`config.mk`:
```
export PLATFORM = sky130hd
export DESIGN_NAME = apfc_chan
export DESIGN_NICKNAME = d
export VERILOG_FILES = /design/src/rtl/apfc_pkg.sv /design/src/rtl/apfc_chan.sv
export SDC_FILE = /design/constraint.sdc
export NUM_CORES = 2
export LEC_CHECK = 0
export BUFFER_PORTS_ARGS = -buffer_cell sky130_fd_sc_hd__buf_4
export CORE_MARGIN = 8
export CORE_UTILIZATION = 45
export DETAILED_ROUTE_END_ITERATION = 10
export GPL_TIMING_DRIVEN = 0
export PLACE_DENSITY = 0.62
export SETUP_SLACK_MARGIN = 0.4
export SYNTH_ARGS = -nofsm -noshare
export SYNTH_HDL_FRONTEND = slang
export SYNTH_SLANG_ARGS = --single-unit
```
`constraint.sdc`:
```
create_clock -name i_clk -period 10.3 [get_ports i_clk]
set_clock_uncertainty 0.1 [all_clocks]
set_input_delay 0.515 -clock i_clk [delete_from_list [all_inputs] [get_ports i_clk]]
set_output_delay 0.515 -clock i_clk [all_outputs]
set_load 0.02 [all_outputs]
```
`src/rtl/apfc_pkg.sv`:
```
`timescale 1ns / 1ps
// ----------------------------------------------------------------------------
// apfc_pkg
// Shared types, format codes and constants of the ARGB pixel format converter.
// ----------------------------------------------------------------------------
package apfc_pkg;

    typedef enum logic [1:0] {
        FMT_I4  = 2'd0,
        FMT_I8  = 2'd1,
        FMT_I16 = 2'd2,
        FMT_F32 = 2'd3
    } t_fmt;

    localparam logic [0:0] REG_SRC_FMT = 1'b0;
    localparam logic [0:0] REG_DST_FMT = 1'b1;

    // Single-precision reciprocals of 15, 255 and 65535.
    localparam logic [31:0] RECIP_15    = 32'h3D888889;
    localparam logic [31:0] RECIP_255   = 32'h3B808081;
    localparam logic [31:0] RECIP_65535 = 32'h37800080;

    // Per-channel control carried down the pipe.
    typedef struct packed {
        t_fmt sf;
        t_fmt df;
    } t_ctl;

    function automatic logic [15:0] fmt_max(input t_fmt f);
        case (f)
            FMT_I4:  fmt_max = 16'h000F;
            FMT_I8:  fmt_max = 16'h00FF;
            default: fmt_max = 16'hFFFF;
        endcase
    endfunction

    function automatic logic [23:0] fmt_recip_mant(input t_fmt f);
        case (f)
            FMT_I4:  fmt_recip_mant = {1'b1, RECIP_15[22:0]};
            FMT_I8:  fmt_recip_mant = {1'b1, RECIP_255[22:0]};
            default: fmt_recip_mant = {1'b1, RECIP_65535[22:0]};
        endcase
    endfunction

    function automatic logic [7:0] fmt_recip_exp(input t_fmt f);
        case (f)
            FMT_I4:  fmt_recip_exp = RECIP_15[30:23];
            FMT_I8:  fmt_recip_exp = RECIP_255[30:23];
            default: fmt_recip_exp = RECIP_65535[30:23];
        endcase
    endfunction

endpackage

```
`src/rtl/apfc_chan.sv`:
```
`timescale 1ns / 1ps
// ----------------------------------------------------------------------------
// apfc_chan
// Four-stage conversion pipe for one channel.
//   S1: decode, integer normalize / float unpack
//   S2: 24x24 (or integer) multiply
//   S3: normalize, round (to float) or scale shift and saturate (to int)
//   S4: output register
// ----------------------------------------------------------------------------
module apfc_chan
    import apfc_pkg::*;
(
    input  logic        i_clk,
    input  logic        i_adv,
    input  t_ctl        i_ctl,
    input  logic [31:0] i_val,
    output logic [31:0] o_val
);

    // Integer rescale multipliers. Scale-up uses the exact ratio dmax/smax;
    // scale-down uses a rounded-up reciprocal so the top bits give the floor.
    localparam logic [23:0] MUL_4_8  = 24'd17;
    localparam logic [23:0] MUL_4_16 = 24'd4369;
    localparam logic [23:0] MUL_8_16 = 24'd257;
    localparam logic [23:0] MUL_8_4  = 24'd3856;    // floor(v/17)   = (v*M)>>16, v<=255
    localparam logic [23:0] MUL_16_4 = 24'hF0010;   // floor(v/4369) = (v*M)>>32
    localparam logic [23:0] MUL_16_8 = 24'hFF0100;  // floor(v/257)  = (v*M)>>32
    localparam logic [23:0] MUL_COPY = 24'd1;

    // ---------------- stage 1 ----------------
    t_ctl        r_ctl1;
    logic [31:0] r_raw1;
    logic [23:0] r_ma1;      // multiplicand A
    logic [23:0] r_mb1;      // multiplicand B
    logic [8:0]  r_ea1;      // biased exponent of product before normalize
    logic        r_zero1;
    logic        r_neg1;
    logic        r_nan1;
    logic        r_inf1;

    logic [15:0] s1_iv;
    logic [4:0]  s1_lz;
    logic [23:0] s1_norm;
    logic [23:0] n_ma1;
    logic [23:0] n_mb1;
    logic [8:0]  n_ea1;
    logic        n_zero1;

    always_comb begin
        s1_iv   = i_val[15:0] & fmt_max(i_ctl.sf);
        s1_lz   = 5'd0;
        for (int k = 0; k < 16; k++) begin
            if (s1_iv[k]) s1_lz = 5'(15 - k);
        end
        s1_norm = {s1_iv << s1_lz, 8'd0};
        n_ma1   = '0;
        n_mb1   = '0;
        n_ea1   = '0;
        n_zero1 = 1'b0;
        if (i_ctl.sf == FMT_F32) begin
            // float * dmax; dmax = 1.m * 2^e
            n_ma1   = {(i_val[30:23] != 8'd0), i_val[22:0]};
            n_zero1 = (i_val[30:23] == 8'd0);
            case (i_ctl.df)
                FMT_I4:  begin n_mb1 = 24'hF00000; n_ea1 = 9'(i_val[30:23]) + 9'd3;  end
                FMT_I8:  begin n_mb1 = 24'hFF0000; n_ea1 = 9'(i_val[30:23]) + 9'd7;  end
                default: begin n_mb1 = 24'hFFFF00; n_ea1 = 9'(i_val[30:23]) + 9'd15; end
            endcase
        end else if (i_ctl.df == FMT_F32) begin
            n_ma1   = s1_norm;
            n_mb1   = fmt_recip_mant(i_ctl.sf);
            n_zero1 = (s1_iv == 16'd0);
            n_ea1   = 9'(fmt_recip_exp(i_ctl.sf)) + 9'(5'd15 - s1_lz);
        end else begin
            // integer path: plain product in low bits
            n_ma1 = {8'd0, s1_iv};
            case ({i_ctl.sf, i_ctl.df})
                {FMT_I4,  FMT_I8}:  n_mb1 = MUL_4_8;
                {FMT_I4,  FMT_I16}: n_mb1 = MUL_4_16;
                {FMT_I8,  FMT_I16}: n_mb1 = MUL_8_16;
                {FMT_I8,  FMT_I4}:  n_mb1 = MUL_8_4;
                {FMT_I16, FMT_I4}:  n_mb1 = MUL_16_4;
                {FMT_I16, FMT_I8}:  n_mb1 = MUL_16_8;
                default:            n_mb1 = MUL_COPY;
            endcase
        end
    end

    always_ff @(posedge i_clk) begin
        if (i_adv) begin
            r_ctl1  <= i_ctl;
            r_raw1  <= i_val;
            r_ma1   <= n_ma1;
            r_mb1   <= n_mb1;
            r_ea1   <= n_ea1;
            r_zero1 <= n_zero1;
            r_neg1  <= i_val[31];
            r_nan1  <= (i_val[30:23] == 8'hFF) && (i_val[22:0] != 23'd0);
            r_inf1  <= (i_val[30:23] == 8'hFF) && (i_val[22:0] == 23'd0);
        end
    end

    // ---------------- stage 2 ----------------
    t_ctl        r_ctl2;
    logic [31:0] r_raw2;
    logic [47:0] r_prod2;
    logic [8:0]  r_ea2;
    logic        r_zero2;
    logic        r_neg2;
    logic        r_nan2;
    logic        r_inf2;

    always_ff @(posedge i_clk) begin
        if (i_adv) begin
            r_ctl2  <= r_ctl1;
            r_raw2  <= r_raw1;
            r_prod2 <= r_ma1 * r_mb1;
            r_ea2   <= r_ea1;
            r_zero2 <= r_zero1;
            r_neg2  <= r_neg1;
            r_nan2  <= r_nan1;
            r_inf2  <= r_inf1;
        end
    end

    // ---------------- stage 3 ----------------
    // Float product: normalize to 24 bits with round-to-nearest-even.
    logic        s3_top;
    logic [23:0] s3_mant;
    logic        s3_g;
    logic        s3_st;
    logic [24:0] s3_rnd;
    logic [9:0]  s3_exp;
    logic [31:0] s3_fbits;
    logic [15:0] s3_ires;     // integer result for int destination
    logic        s3_sat;
    logic        s3_izero;
    logic [9:0]  s3_ue;       // unbiased exponent + offset
    logic [15:0] s3_dmax;
    logic [39:0] s3_shl;

    always_comb begin
        s3_top  = r_prod2[47];
        s3_mant = s3_top ? r_prod2[47:24] : r_prod2[46:23];
        s3_g    = s3_top ? r_prod2[23] : r_prod2[22];
        s3_st   = s3_top ? (r_prod2[22:0] != 23'd0) : (r_prod2[21:0] != 22'd0);
        s3_rnd  = {1'b0, s3_mant} + 25'((s3_g && (s3_st || s3_mant[0])) ? 1 : 0);
        // int to float: ea is already biased; bump for top bit and rounding carry
        s3_exp  = 10'(r_ea2) + 10'(s3_top) + 10'(s3_rnd[24]);
        s3_fbits = {1'b0, s3_exp[7:0], s3_rnd[24] ? s3_rnd[23:1] : s3_rnd[22:0]};

        s3_dmax  = fmt_max(r_ctl2.df);
        s3_ires  = '0;
        s3_sat   = 1'b0;
        s3_izero = 1'b0;
        s3_ue    = 10'(r_ea2) - 10'd127 + 10'(s3_top) + 10'(s3_rnd[24]);
        s3_shl   = '0;
        if (r_ctl2.sf == FMT_F32) begin
            // scaled single = 1.m * 2^ue
            if (r_nan2 || r_neg2 || r_zero2) begin
                s3_izero = 1'b1;
            end else if (r_inf2 || (!s3_ue[9] && s3_ue >= 10'd16)) begin
                s3_sat = 1'b1;
            end else if (s3_ue[9]) begin
                s3_izero = 1'b1;
            end else begin
                s3_shl  = 40'({s3_rnd[24] ? 24'h800000 : s3_rnd[23:0]}) << s3_ue[3:0];
                s3_ires = s3_shl[38:23];
                if (s3_shl[38:23] >= s3_dmax) s3_sat = 1'b1;
            end
        end else begin
            // scale-down keeps the high bits of the reciprocal product
            case ({r_ctl2.sf, r_ctl2.df})
                {FMT_I8,  FMT_I4}: s3_ires = {12'd0, r_prod2[19:16]};
                {FMT_I16, FMT_I4}: s3_ires = {12'd0, r_prod2[35:32]};
                {FMT_I16, FMT_I8}: s3_ires = {8'd0, r_prod2[39:32]};
                default:           s3_ires = r_prod2[15:0];
            endcase
        end
    end

    logic [31:0] r_res3;
    always_ff @(posedge i_clk) begin
        if (i_adv) begin
            if (r_ctl2.sf == FMT_F32 && r_ctl2.df == FMT_F32)
                r_res3 <= r_raw2;
            else if (r_ctl2.df == FMT_F32)
                r_res3 <= r_zero2 ? 32'd0 : s3_fbits;
            else if (s3_izero)
                r_res3 <= 32'd0;
            else if (s3_sat)
                r_res3 <= {16'd0, s3_dmax};
            else
                r_res3 <= {16'd0, s3_ires};
        end
    end

    // ---------------- stage 4 ----------------
    logic [31:0] r_res4;
    always_ff @(posedge i_clk) begin
        if (i_adv) r_res4 <= r_res3;
    end

    assign o_val = r_res4;

endmodule

```
# Yosys cells after proc, flatten, opt, wreduce, memory -nomap -nowiden
# Index checks and enable logic that the tools add are counted.
# totals
input_bits	38
register_bits	258
output_inout_bits	32
# op_classes
shift	2
reduce_logical	20
mul	1
n_addsub	11
magnitude_cmp	2
mux	58
eq_ne	17
n_bitwise	1
# ops
cell	n
24-bit two-way mux	6
24-bit one-hot mux with 6 select lines	1
16-bit two-way mux	6
20-bit one-hot mux with 2 select lines	2
5-bit two-way mux	15
16-bit one-hot mux with 2 select lines	2
31-bit two-way mux	2
24-bit by 24-bit multiplier with 48-bit output	1
16-bit one-hot mux with 3 select lines	1
23-bit nonzero test	2
24-bit by 4-bit << shifter with 39-bit output	1
32-bit two-way mux	1
24-bit by 1-bit adder with 25-bit output	1
23-bit zero test	1
23-bit two-way mux	1
22-bit nonzero test	1
10-bit by 1-bit adder with 10-bit output	2
9-bit two-way mux	2
9-bit one-hot mux with 2 select lines	1
8-bit by 1-bit adder with 8-bit output	2
16-bit bitwise AND	1
4-bit == test (second input constant)	4
16-bit greater-or-equal comparator	1
16-bit zero test	1
24 further kinds	54

# Logic depth before layout (Yosys ltp)
# depth
depth_word	23
mapped_depth	39

# Worst setup path before layout
# Ideal clock, no wire load.
# synth_path
path_type	reg-to-reg
start	register r_prod2[47]
end	register r_res3[5], data pin
synth_period_minus_slack_ps	7909
arrival_time_ps	7542
stages_incl_launch_ff	39
required_time_ps	9932
setup_slack_ps	2391
n_path_buf	9
path_cell_list	edfxtp_1 -> buf_6 -> buf_6 -> buf_2 -> buf_1 -> buf_2 -> buf_1 -> mux2i_1 -> nor2b_1 -> ha_1 -> nand2_1 -> nor4_1 -> and4_1 -> and4_1 -> inv_1 -> ha_1 -> inv_1 -> ha_1 -> [3 not listed] -> clkbuf_1 -> nor2_1 -> a22o_1 -> a21o_1 -> a21oi_1 -> and2_1 -> ha_1 -> a21o_1 -> a21o_1 -> a21o_1 -> a21oi_1 -> nor2b_1 -> o211ai_1 -> nand4_1 -> and2_0 -> clkbuf_1 -> a2111oi_0 -> o22ai_1
# synth_via
elab_chain_len	17
# synth_rtl
element	line_no	rtl
start, declared	apfc_chan.sv:106	logic [47:0] r_prod2;
start signal, assigned	apfc_chan.sv:117	r_prod2 <= r_ma1 * r_mb1;
1-bit two-way mux / 24-bit two-way mux (equally long branches)	apfc_chan.sv:146, apfc_chan.sv:144	
1-bit logical OR	apfc_chan.sv:147	s3_rnd = {1'b0, s3_mant} + 25'((s3_g && (s3_st || s3_mant[0])) ? 1 : 0);
1-bit logical AND	apfc_chan.sv:147	
1-bit two-way mux	apfc_chan.sv:147	
24-bit by 1-bit adder with 25-bit output	apfc_chan.sv:147	
10-bit by 1-bit adder with 10-bit output / 24-bit two-way mux (equally long branches)	apfc_chan.sv:156, apfc_chan.sv:167	
24-bit by 4-bit << shifter with 39-bit output	apfc_chan.sv:167	s3_shl = 40'({s3_rnd[24] ? 24'h800000 : s3_rnd[23:0]}) << s3_ue[3:0];
16-bit greater-or-equal comparator	apfc_chan.sv:169	if (s3_shl[38:23] >= s3_dmax) s3_sat = 1'b1;
1-bit two-way mux	apfc_chan.sv:169	
1-bit two-way mux	apfc_chan.sv:164	end else if (s3_ue[9]) begin
1-bit two-way mux	apfc_chan.sv:162	end else if (r_inf2 || (!s3_ue[9] && s3_ue >= 10'd16)) begin
1-bit two-way mux	apfc_chan.sv:160	if (r_nan2 || r_neg2 || r_zero2) begin
1-bit two-way mux	apfc_chan.sv:158	if (r_ctl2.sf == FMT_F32) begin
16-bit two-way mux	apfc_chan.sv:191	else if (s3_sat)
16-bit two-way mux	apfc_chan.sv:189	else if (s3_izero)
31-bit two-way mux *	apfc_chan.sv:187	else if (r_ctl2.df == FMT_F32)
32-bit two-way mux *	apfc_chan.sv:185	if (r_ctl2.sf == FMT_F32 && r_ctl2.df == FMT_F32)
end signal, assigned	apfc_chan.sv:186	r_res3 <= r_raw2;
end signal, assigned	apfc_chan.sv:188	r_res3 <= r_zero2 ? 32'd0 : s3_fbits;
end signal, assigned	apfc_chan.sv:192	r_res3 <= {16'd0, s3_dmax};
end, declared	apfc_chan.sv:182	logic [31:0] r_res3;
# Mark *: on every way between the ends. The rest lies on a longest branch, timed or not.
# A chain may end at the register's enable or synchronous reset.

# Worst setup path after layout
# Same ends and word-level chain as after synthesis.

==> impl_metrics.csv <==
group,metric,value,unit
clocking,clk_pin_slew,0.07,ns
timing,min_period,9.30,ns
setup_path,cp.required,10.45,ns
worst_hold_path,min-delay-start,"i_val[31]",
setup_path,max_stage_delay,0.61,ns
worst_hold_path,holdPathEnd,"r_raw1[31]$_DFFE_PP_",
clocking,clk_latency,0.54,ns
setup_path,cp-start-kind,"register",
timing,fmax,107,MHz
timing,slew_violations,0,
clocking,postCtsSetupBuffers,0,
status,status,"complete, no violations",
placement,post-place-ws,0.140,ns
synth,yosysTopAreaCell,"fa_1",
clocking,post_cts_resized,3,
timing,worst_slack,0.998,ns
floorplanning,num_rows,92,
setup_path,r2r_start,"r_prod2[47]$_DFFE_PP_",
timing,slew_headroom,20.2,%
floorplanning,die_h,268,µm
global_route,grt_first_pass_wirelength,131,mm
setup_path,cp-end-kind,"register",
synth,post-synth-top-count-cell,"inv_1",
placement,dp_hpwl,70.4,mm
timing,grt_setup_unrepaired,"false",
setup_path,critical_path.top_delay_family,"simple AND/OR/NAND/NOR gates",
global_route,grt_max_degree,141,
layout,final-instance-count-excl-fill,3755,
layout,n_fill_cell,5798,
synth,ys_ff_latch,246,
setup_path,worst-path-buf-inv,11,
timing,whs,0.0562,ns
drt,ant_nets,0,
synth,syn-cell-area,0.0286,mm²
layout,area_growth_syn_to_layout,8.91,%
setup_path,crit_top_cell,"ha_1",
clocking,cts.sinks,246,
timing,setup_viol,0,
setup_path,worstSetupPathType,"register to register",
layout,drive_above_1_share,5.88,%
timing,worstMarginPinSlew,1.19,ns
floorplanning,design.die.area,0.0718,mm²
global_route,overflow,0,
placement,placed_cells,3708,
synth,synth-main-ff-cell,"edfxtp_1",
setup_path,worstRegToRegCells,39,
placement,routabilityCongestion,0.996,
clocking,clk_path_buf_depth,3,
clocking,htree_levels,1,
synth,syn-num-nets,3472,
global_route,grt_antenna_before_repair,6,
drt,via_count,20723,
clocking,cts-root-buf,"clkbuf_16",
timing,tns,0,ns
placement,io_buffers,69,
floorplanning,die_w,268,µm
drt,wl_per_cell,22.9,µm
worst_hold_path,hold_path.class,"input port to register",
clocking,cts_tree,"built",
floorplanning,core,0.0630,mm²
drt,vias_per_cell,5.52,
synth,post_synth.cell_area_avg,10.2,µm²
setup_path,path_max_fanout,10,
drt,drc,0,
setup_path,regToRegSetupSlack,1.0,ns
layout,final_nets,3569,
synth,synth_edf_count,246,
drt,first_pass_iters,5,
floorplanning,start_util,45.4,%
timing,period_share,90.3,%
drt,finalWirelength,86.0,mm
synth,synth_top_area_share,27.2,%
setup_path,cpMaxStageDelayCell,"fa_1",
clocking,cts_buffers,25,
floorplanning,pin_count,70,
run,drv_cap,0,
synth,synth-async-reset-ratio,0,%
synth,synth_top_cells_by_count,"504 x inv_1, 389 x fa_1, 253 x ha_1",
worst_hold_path,min_delay_path_depth,1,
synth,synthDistinctLibCells,89,
global_route,grt_pass1_vias,21788,
setup_path,rr_endpoint,"r_res3[5]$_DFFE_PP_",
timing,finalHoldViolCount,0,
clocking,cts_hold_buf,0,
synth,syn_inst,2792,
drt,drtIter0Drc,1552,
synth,yosys-top-cells-area,"fa_1 27%, edfxtp_1 26%, ha_1 11%, inv_1 6.6%, and2_1 5.3%",
synth,ys_seq_area_share,25.8,%
synth,yosysWarnings,0,
setup_path,arrival,9.46,ns
global_route,grt_usage,23.9,%
## metal layers
metal  up-vias  track usage, %  wire, µm
li1       9417               -         -
met1     10388            31.5     36200
met2       721            39.8     40400
met3       195            2.55      4910
met4         2            10.6      4490
met5         -               0        18
## worst max-delay path by stage
| stage | start | endpoint | slack, ns | depth (start not counted) |
|---|---|---|---|---|
| floorplan | r_prod2[47]$_DFFE_PP_ | r_res3[5]$_DFFE_PP_ | 2.39 | 38 |
| global route | r_prod2[47]$_DFFE_PP_ | r_res3[5]$_DFFE_PP_ | 0.45 | 39 |
| global placement | r_prod2[47]$_DFFE_PP_ | r_res3[5]$_DFFE_PP_ | 0.15 | 38 |
| detailed placement | r_prod2[47]$_DFFE_PP_ | r_res3[5]$_DFFE_PP_ | 0.14 | 38 |
| finish | r_prod2[47]$_DFFE_PP_ | r_res3[5]$_DFFE_PP_ | 1.0 | 39 |
| CTS | r_prod2[47]$_DFFE_PP_ | r_res3[5]$_DFFE_PP_ | 0.56 | 38 |
## state kept, by name, summed over array words and instances, names as in the netlist
| signal | flops |
|---|---|
| r_ea2 | 9 |
| r_inf1 | 1 |
| r_zero2 | 1 |
| r_ctl2 | 4 |
| r_zero1 | 1 |
| r_raw1 | 32 |
| r_ma1 | 24 |
| r_prod2 | 48 |
| r_res3 | 32 |
| r_nan1 | 1 |
| r_ea1 | 9 |
| r_mb1 | 14 |
| r_nan2 | 1 |
| o_val | 32 |
| r_ctl1 | 4 |
| r_raw2 | 32 |
| r_inf2 | 1 |
## cell families (layout without fill, tap and decap cells)
logic type | after synthesis | in the layout | synth area share [%]
XOR/XNOR | 81 | 81 | 2.48
AND/OR/NAND/NOR | 751 | 751 | 13.7
buffers and inverters | 612 | 728 | 8.12
other | 0 | 1 | 0
adder cells (fa/ha/maj) | 642 | 642 | 38.3
AO/OA/AOI/OAI | 405 | 405 | 9.53
multiplexers | 55 | 55 | 2.01
flip-flops | 246 | 246 | 25.8
## placed cells by master (no fill, tap or decap), drive strengths merged, types with 21 or more instances in the layout
cell type	n
inv	506
fa	389
ha	253
edfxtp	246
and2	241
nand2	225
clkbuf	120
nor2	106
a21oi	96
o21ai	89
buf	83
xnor2	50
mux2i	44
a21o	34
xor2	31
nand3	28
nor4	22
nor3	21
## metrics by stage
stage	util [%]	area (µm²)
after global routing	49.4	31100
final	49.4	31100
after detailed placement	48.0	30200
after floorplan	-	28600
after global placement	47.9	30200
after CTS	49.4	31100
## area by class of cell
type,count,area [µm²],share of cell area (%)
flip-flops and latches,246,7390,23.7
inverters,505,1900,6.09
diodes,1,2.50,0.00804
clock inverters,20,272,0.872
plain buffers,107,434,1.39
well taps,846,1060,3.40
repair buffers,70,553,1.78
multi-input cells,1934,18900,60.7
clock buffers,26,629,2.02
Power is not shown: default switching activity piles up to over one toggle a cycle in this logic, so the estimate is an artifact.
